File: src/design/mmss_pkg.sv
// Shared constants for the minutes:seconds countdown timer.
package mmss_pkg;

    localparam int SEC_W = 6;
    localparam int MIN_W = 2;
    localparam int DISP_W = 8;
    localparam int LED_W = 3;

    localparam logic [SEC_W-1:0] SEC_MAX = 6'd59;

    localparam logic [DISP_W-1:0] BLINK_ON = 8'hFF;
    localparam logic [DISP_W-1:0] BLINK_OFF = 8'h00;

    localparam logic [LED_W-1:0] LED_RED = 3'h1;
    localparam logic [LED_W-1:0] LED_GREEN = 3'h2;
    localparam logic [LED_W-1:0] LED_BLUE = 3'h4;

    localparam logic OP_POLL = 1'b0;
    localparam logic OP_TICK = 1'b1;

endpackage

File: src/design/mmss_countdown_timer.sv
// Minutes:seconds countdown timer with button polls, one-second ticks and expiry blink.
// Each result is registered and valid in the cycle after its input is accepted.
// Throughput: one per cycle while results are taken; one state/result register sets it.
// Input ready stays high while the result register is empty or being taken.
// Reset (synchronous, active low): time 0:00, set mode on, not running, not blinking,
// display and leds cleared, no result pending.
module mmss_countdown_timer (
    input  logic       i_clk,
    input  logic       i_rst_n,
    input  logic       i_in_valid,
    output logic       o_in_ready,
    input  logic       i_op,
    input  logic       i_start_pressed,
    input  logic       i_stop_pressed,
    input  logic       i_set_pressed,
    input  logic       i_reset_pressed,
    input  logic       i_up_pressed,
    input  logic       i_down_pressed,
    output logic       o_out_valid,
    input  logic       i_out_ready,
    output logic [7:0] o_display,
    output logic [2:0] o_leds,
    output logic       o_in_set_mode,
    output logic       o_is_running,
    output logic       o_is_blinking
);

    logic [mmss_pkg::SEC_W-1:0]  r_sec,  n_sec;
    logic [mmss_pkg::MIN_W-1:0]  r_min,  n_min;
    logic                        r_set_mode, n_set_mode;
    logic                        r_running,  n_running;
    logic                        r_blinking, n_blinking;
    logic                        r_phase,    n_phase;
    logic [mmss_pkg::DISP_W-1:0] r_display,  n_display;
    logic [mmss_pkg::LED_W-1:0]  r_leds,     n_leds;
    logic                        r_out_valid;
    logic                        w_accept;

    assign o_in_ready = !r_out_valid || i_out_ready;
    assign w_accept   = i_in_valid && o_in_ready;

    always_comb begin
        n_sec      = r_sec;
        n_min      = r_min;
        n_set_mode = r_set_mode;
        n_running  = r_running;
        n_blinking = r_blinking;
        n_phase    = r_phase;
        n_display  = r_display;
        n_leds     = r_leds;
        if (i_op == mmss_pkg::OP_POLL) begin
            if (i_start_pressed) begin
                if (r_sec != '0 || r_min != '0) begin
                    n_set_mode = 1'b0;
                    n_running  = 1'b1;
                    n_leds     = mmss_pkg::LED_GREEN;
                end
            end else if (i_stop_pressed) begin
                n_running = 1'b0;
                n_leds    = mmss_pkg::LED_RED;
            end else if (i_set_pressed) begin
                n_running  = 1'b0;
                n_set_mode = 1'b1;
                n_blinking = 1'b0;
                n_leds     = mmss_pkg::LED_GREEN;
            end else if (i_reset_pressed) begin
                n_running  = 1'b0;
                n_set_mode = 1'b1;
                n_blinking = 1'b0;
                n_leds     = mmss_pkg::LED_RED;
                n_sec      = '0;
                n_min      = '0;
            end
            if (n_set_mode) begin
                if (i_up_pressed && !i_down_pressed) begin
                    if (n_sec >= mmss_pkg::SEC_MAX) begin
                        n_sec = '0;
                        n_min = n_min + 1'b1;
                    end else begin
                        n_sec = n_sec + 1'b1;
                    end
                end else if (i_down_pressed && !i_up_pressed) begin
                    if (n_sec == '0) begin
                        n_sec = mmss_pkg::SEC_MAX;
                        n_min = n_min - 1'b1;
                    end else begin
                        n_sec = n_sec - 1'b1;
                    end
                end
            end
            if (!n_blinking) begin
                n_display = {n_min, n_sec};
            end
        end else begin
            if (r_set_mode) begin
                n_leds = r_leds | mmss_pkg::LED_GREEN;
            end
            if (r_running) begin
                n_leds = mmss_pkg::LED_BLUE;
                if (r_sec != '0) begin
                    n_sec = r_sec - 1'b1;
                end else if (r_min != '0) begin
                    n_sec = mmss_pkg::SEC_MAX;
                    n_min = r_min - 1'b1;
                end else begin
                    n_blinking = 1'b1;
                    n_phase    = 1'b0;
                    n_running  = 1'b0;
                end
                n_display = {n_min, n_sec};
            end
            if (n_blinking) begin
                n_display = n_phase ? mmss_pkg::BLINK_OFF : mmss_pkg::BLINK_ON;
                n_phase   = !n_phase;
            end
        end
    end

    always_ff @(posedge i_clk) begin
        if (!i_rst_n) begin
            r_sec       <= '0;
            r_min       <= '0;
            r_set_mode  <= 1'b1;
            r_running   <= 1'b0;
            r_blinking  <= 1'b0;
            r_phase     <= 1'b0;
            r_display   <= '0;
            r_leds      <= '0;
            r_out_valid <= 1'b0;
        end else begin
            if (w_accept) begin
                r_sec      <= n_sec;
                r_min      <= n_min;
                r_set_mode <= n_set_mode;
                r_running  <= n_running;
                r_blinking <= n_blinking;
                r_phase    <= n_phase;
                r_display  <= n_display;
                r_leds     <= n_leds;
            end
            if (w_accept) begin
                r_out_valid <= 1'b1;
            end else if (i_out_ready) begin
                r_out_valid <= 1'b0;
            end
        end
    end

    assign o_out_valid   = r_out_valid;
    assign o_display     = r_display;
    assign o_leds        = r_leds;
    assign o_in_set_mode = r_set_mode;
    assign o_is_running  = r_running;
    assign o_is_blinking = r_blinking;

endmodule

File: config.mk
export PLATFORM = sky130hd
export DESIGN_NAME = mmss_countdown_timer
export DESIGN_NICKNAME = d
export VERILOG_FILES = /design/src/design/mmss_pkg.sv /design/src/design/mmss_countdown_timer.sv
export SDC_FILE = /design/constraint.sdc
export NUM_CORES = 1
export LEC_CHECK = 0
export BUFFER_PORTS_ARGS = -buffer_cell sky130_fd_sc_hd__buf_2
export CAP_MARGIN = 5
export CORE_MARGIN = 5
export CORE_UTILIZATION = 40
export CTS_CLUSTER_SIZE = 16
export DETAILED_ROUTE_END_ITERATION = 7
export SLEW_MARGIN = 10
export SYNTH_ARGS = -nofsm -noshare
export SYNTH_HDL_FRONTEND = slang
export SYNTH_SLANG_ARGS = --single-unit
File: constraint.sdc
create_clock -name i_clk -period 2.9 [get_ports i_clk]
set_input_delay 0.29 -clock i_clk [delete_from_list [all_inputs] [get_ports i_clk]]
set_output_delay 0.29 -clock i_clk [all_outputs]
set_load 0.05 [all_outputs]
==> Word level (Yosys, flattened, before mapping) <==
Cells that the tools add are included.
{ "totals": {"reg_bits": 24, "in_bits": 11, "output_inout_bits": 16, "word_cells": 117} }
{ "classes": {"n_addsub": 6, "order_cmp": 1, "n_eq_ne": 5, "mux": 73, "n_bitwise": 1, "n_reduce_logical": 21} }
{ "ops": {"columns": ["operator", "count"], "rows": [
  ["6-bit 2-to-1 mux", 14],
  ["8-bit 2-to-1 mux", 5],
  ["1-bit 2-to-1 mux", 32],
  ["2-bit 2-to-1 mux", 15],
  ["3-bit 2-to-1 mux", 7],
  ["6-bit by 1-bit subtractor with 6-bit output (second input constant)", 2],
  ["4-bit AND reduction", 2],
  ["6-bit by 1-bit adder with 6-bit output (second input constant)", 1],
  ["6-bit greater-or-equal comparator (second input constant)", 1],
  ["6-bit logical NOT", 1],
  ["3-bit by 1-bit inequality test with 1-bit output (second input constant)", 2],
  ["2-bit AND reduction", 3],
  ["3-bit AND reduction", 2],
  ["6-bit nonzero test", 1],
  ["5-bit nonzero test", 1],
  ["1-bit logical NOT", 4],
  ["2-bit nonzero test", 2],
  ["2-bit by 1-bit subtractor with 2-bit output (second input constant)", 2],
  ["1-bit logical AND", 3],
  ["3-bit by 2-bit inequality test with 1-bit output (second input constant)", 1],
  ["2-bit by 1-bit adder with 2-bit output (second input constant)", 1],
  ["1-bit logical OR", 2],
  ["2-bit by 1-bit inequality test with 1-bit output (second input constant)", 1],
  ["2-bit inequality test (second input constant)", 1],
  ["1-bit NOT", 1]
]} }

==> Depth between registers and ports, before layout <==
{ "logic_depth": {"ltp_word": 12, "mapped_depth": 13} }

==> Worst setup path after synthesis <==
No wires, ideal clock.
{ "synth_path": {"path_type": "in2reg", "start": "in i_start_pressed", "end": "reg r_display (netlist bit o_display[4])", "t_arrival_ps": 2613, "required_ps": 2781, "slack_ps": 168, "cell_stages": 11, "path_cell_list": "buf_6 -> or4b_4 -> buf_6 -> buf_8 -> nand2_1 -> ha_1 -> nor4bb_1 -> a2111oi_0 -> or4_1 -> o221a_1 -> o221a_1"} }
{ "synth_between": {"elab_chain_cells": 9, "elab_cells_between_ends": 19, "classes_between": "2 x add/sub; 1 x order compare; 1 x eq/ne; 13 x mux; 2 x reduce/logical"} }
{ "synth_lines": {"columns": ["element", "line", "text"], "rows": [
  ["start: declaration", "mmss_countdown_timer.sv:13", "input logic i_start_pressed,"],
  ["6-bit 2-to-1 mux", "mmss_countdown_timer.sv:52", "if (i_start_pressed) begin"],
  ["6-bit 2-to-1 mux", "mmss_countdown_timer.sv:51", "if (i_op == mmss_pkg::OP_POLL) begin"],
  ["6-bit by 1-bit subtractor with 6-bit output / 6-bit logical NOT (equally long branches)", "mmss_countdown_timer.sv:87, mmss_countdown_timer.sv:83", null],
  ["6-bit 2-to-1 mux", "mmss_countdown_timer.sv:83", "if (n_sec == '0) begin"],
  ["6-bit 2-to-1 mux", "mmss_countdown_timer.sv:82", "end else if (i_down_pressed && !i_up_pressed) begin"],
  ["6-bit 2-to-1 mux", "mmss_countdown_timer.sv:75", "if (i_up_pressed && !i_down_pressed) begin"],
  ["6-bit 2-to-1 mux", "mmss_countdown_timer.sv:74", "if (n_set_mode) begin"],
  ["8-bit 2-to-1 mux", "mmss_countdown_timer.sv:91", "if (!n_blinking) begin"],
  ["8-bit 2-to-1 mux", "mmss_countdown_timer.sv:51", null],
  ["end signal: assignment", "mmss_countdown_timer.sv:138", "r_display <= n_display;"],
  ["end: declaration", "mmss_countdown_timer.sv:34", "logic [mmss_pkg::DISP_W-1:0] r_display, n_display;"]
]} }
Parallel ways exist; a longest one is shown, timed or not. The select of a mux whose other input is x is not followed.
A chain may end at the register's enable or synchronous reset.

==> Worst setup path in the final report <==
{ "layout_path": {"start": "reg r_sec[0] (netlist bit)", "end": "reg r_sec[4] (netlist bit)"} }
{ "layout_between": {"elab_chain_cells": 11, "elab_cells_between_ends": 23, "classes_between": "3 x add/sub; 1 x order compare; 16 x mux; 3 x reduce/logical"} }
{ "layout_lines": {"columns": ["element", "line", "text"], "rows": [
  ["start: declaration", "mmss_countdown_timer.sv:28", "logic [mmss_pkg::SEC_W-1:0] r_sec, n_sec;"],
  ["start signal: assignment", "mmss_countdown_timer.sv:132", "r_sec <= n_sec;"],
  ["6-bit 2-to-1 mux", "mmss_countdown_timer.sv:66", "end else if (i_reset_pressed) begin"],
  ["6-bit 2-to-1 mux", "mmss_countdown_timer.sv:61", "end else if (i_set_pressed) begin"],
  ["6-bit 2-to-1 mux", "mmss_countdown_timer.sv:58", "end else if (i_stop_pressed) begin"],
  ["6-bit 2-to-1 mux", "mmss_countdown_timer.sv:52", null],
  ["6-bit 2-to-1 mux", "mmss_countdown_timer.sv:51", null],
  ["6-bit by 1-bit subtractor with 6-bit output / 6-bit logical NOT (equally long branches)", "mmss_countdown_timer.sv:87, mmss_countdown_timer.sv:83", null],
  ["6-bit 2-to-1 mux", "mmss_countdown_timer.sv:83", null],
  ["6-bit 2-to-1 mux", "mmss_countdown_timer.sv:82", null],
  ["6-bit 2-to-1 mux", "mmss_countdown_timer.sv:75", null],
  ["6-bit 2-to-1 mux", "mmss_countdown_timer.sv:74", null],
  ["6-bit 2-to-1 mux (*)", "mmss_countdown_timer.sv:51", null]
]} }
Every way passes the cells marked *; elsewhere a longest branch is shown, timed or not. The select of a mux whose other input is x is not followed.

==> flow_summary.json <==
{
  "synthFlopType": "dfxtp_1",
  "crit_type": "flop to flop",
  "cts_buffer_depth": 2,
  "syn_avg_cell_area_sq_um": 7.45,
  "ys_seq_elements": 24,
  "grt_pass1_vias": 2168,
  "cts-htree-levels": 1,
  "insertion_delay_ps": 270,
  "portBuffers": 26,
  "grt_max_degree": 27,
  "post_cts_buffers": 0,
  "areaGrowthSynthToFinish_pct": 13.3,
  "skew_ps": 8.56,
  "clock_sinks": 24,
  "fin_crit_sh_pct": 90.1,
  "rsz0062_at_grt": "no",
  "num-fill-cells": 541,
  "routed_wl_um": 6420,
  "p_total_mw": 1.14,
  "cp_data_required_time_ps": 3040,
  "placedCellCount": 367,
  "status": "finished clean",
  "initial_core_util_pct": 40.8,
  "rrSetupSlack_ps": 290,
  "finalHoldViolCount": 0,
  "drt-wirelength-per-cell_um": 17.3,
  "cts_buffers": 3,
  "vias": 2285,
  "setup_violations": 0,
  "synth_nets": 290,
  "cts_resized": 0,
  "ant_nets": 0,
  "p_leak_nw": 0.935,
  "slew_violations": 0,
  "antenna_cells": 0,
  "io_pins": 27,
  "grt_use_total_pct": 20.1,
  "synth-edff-count": 0,
  "place.gp.congestion": 0.930,
  "hold_class": "input pin to flop",
  "ys_types": 65,
  "synth_top_area_share_pct": 23.4,
  "layoutNonFillerInstCount": 371,
  "ir_drop_v": 0.000329,
  "ys_warn_count": 0,
  "nets": 316,
  "num_rows": 26,
  "max_slew_margin_pct": 35.5,
  "fin_util_pct": 46.2,
  "die_h_um": 81.7,
  "drive_gt1_share_pct": 21.6,
  "async_flop_share_pct": 0,
  "tightest_slew_ps": 958,
  "synth_area_leaders": "dfxtp_1, o21ai_0, nand2_1",
  "cts_tree": "yes",
  "final.setup.tns_ps": 0,
  "antenna_found_initial": 0,
  "crit_arrival_ps": 2750,
  "period_needed_ps": 2610,
  "endpoint_kind": "flop",
  "crit_chain": "inv_1 > ha_1 > nor3b_4 > a21boi_1 > buf_4 > or4_1 > o221a_1 > a21oi_1 > a21oi_1",
  "max_freq_mhz": 383,
  "coreArea_sq_um": 5040,
  "first_pass_iters": 5,
  "cp_max_fo": 6,
  "path_common_cell": "a21oi_1",
  "grt_overflow": 0,
  "drt-initial-drc-count": 321,
  "grt_pass1_wl_um": 10600,
  "power_density_nw_per_um2": 488,
  "crit_slowest_cell": "or4_1",
  "dieArea_sq_um": 6670,
  "place_hpwl_um": 4840,
  "cap_violations": 0,
  "drc": 0,
  "cts_hold_buf": 0,
  "vias_per_cell": 6.16,
  "die_w_um": 81.7,
  "syn_area_sq_um": 2060,
  "critPathMaxStageDelay_ps": 510,
  "seq_area_frac_synth_pct": 23.4,
  "netlist_instances": 276,
  "synth_top_area_cell": "dfxtp_1",
  "root_buffer": "clkbuf_8",
  "path_clk_slew_ps": 90,
  "start_kind": "flop"
}
[cells in the final DEF (no fill, tap or decap), drive strengths merged, types with 6 or more instances in the layout]
cell / instances
inv: 11
nand2: 32
nor3: 8
nor2: 17
a31oi: 7
buf: 44
nand3: 6
o21ai: 27
dfxtp: 24
o211ai: 7
a21oi: 20
o221a: 8
a211oi: 8
[cell type report]
| class | count | area [sq um] | area share (%) |
|---|---|---|---|
| well taps | 70 | 87.6 | 3.76 |
| clock buffers | 3 | 41.3 | 1.77 |
| multi-input cells | 217 | 1380 | 59.2 |
| flip-flops and latches | 24 | 480 | 20.6 |
| repair buffers | 44 | 265 | 11.4 |
| clock inverters | 1 | 30.0 | 1.29 |
| inverters | 12 | 45.0 | 1.93 |
[stage by stage]
stage / hold WS [ps] / area [sq um] / setup WS (ps)
5_1_grt: 299 / 2330 / 145
3_5_place_dp: 475 / 2260 / 172
4_1_cts: 263 / 2330 / 328
2_1_floorplan: 419 / 2060 / 168
3_3_place_gp: 461 / 2260 / 182
6_report: 262 / 2330 / 286
[final timing paths]
| path | from | end | depth (start not counted) |
|---|---|---|---|
| worst max-delay path | r_sec[0] | r_sec[4] | 9 |
| worst min-delay path | i_in_valid | o_out_valid | 3 |
| worst max register to register | r_sec[0] | r_sec[4] | 9 |
| worst min register to register | o_leds[1] | o_leds[1] | 2 |
[state kept, by name, indices dropped and copies added, names as in the netlist]
name           cells
r_min              2
o_is_blinking      1
o_in_set_mode      1
o_is_running       1
o_out_valid        1
r_phase            1
r_sec              6
o_leds             3
o_display          8
[cells in the mapped netlist, drive strengths merged (2+ instances only)]
master    n
a211oi    8
a21boi    3
a21oi    20
a22oi     2
a2bb2oi   2
a31o      2
a31oi     7
a41oi     2
and3      5
buf      11
clkbuf   11
dfxtp    24
ha        3
inv      11
nand2    32
nand2b    4
nand3     6
nor2     17
nor2b     4
nor3      8
nor4      4
nor4b     2
o211a     2
o211ai    7
o21a      4
o21ai    27
o221a     8
o22ai     3
o311ai    2
o31ai     3
or2       4
or3       3
[worst max-delay path: cells and delay by family, from the launching register on]
kind,cells,cell delay [ps]
simple gates,2,780
compound gates,4,680
flops,1,380
buf+inv,2,350
fa+ha+maj,1,280
[layer usage]
| layer | GRT usage [%] | vias to the layer above | wire length [um] |
|---|---|---|---|
| met5 | 0 | - | 0 |
| met4 | 4.65 | 0 | 138 |
| met3 | 2.96 | 13 | 402 |
| met2 | 34.8 | 93 | 3120 |
| met1 | 26.2 | 1081 | 2760 |
| li1 | - | 1098 | - |
[kinds of logic after synthesis]
family                   share of synthesized area (%)
flip-flops                                        23.4
buffers and inverters                             9.55
adder cells (fa/ha/maj)                           1.83
AND/OR/NAND/NOR                                   25.1
XOR/XNOR                                         0.426
multiplexers                                     0.548
AO/OA/AOI/OAI                                     39.1
[power by group]
| part | total [mW] | leakage (nW) | switching [mW] | internal [mW] |
|---|---|---|---|---|
| Sequential | 0.386 | 0.197 | 0.0315 | 0.354 |
| Combinational | 0.454 | 0.702 | 0.283 | 0.171 |
| Clock | 0.297 | 0.0357 | 0.113 | 0.185 |
| Total | 1.14 | 0.935 | 0.427 | 0.710 |
No activity file was read; power rests on OpenSTA's default activity.
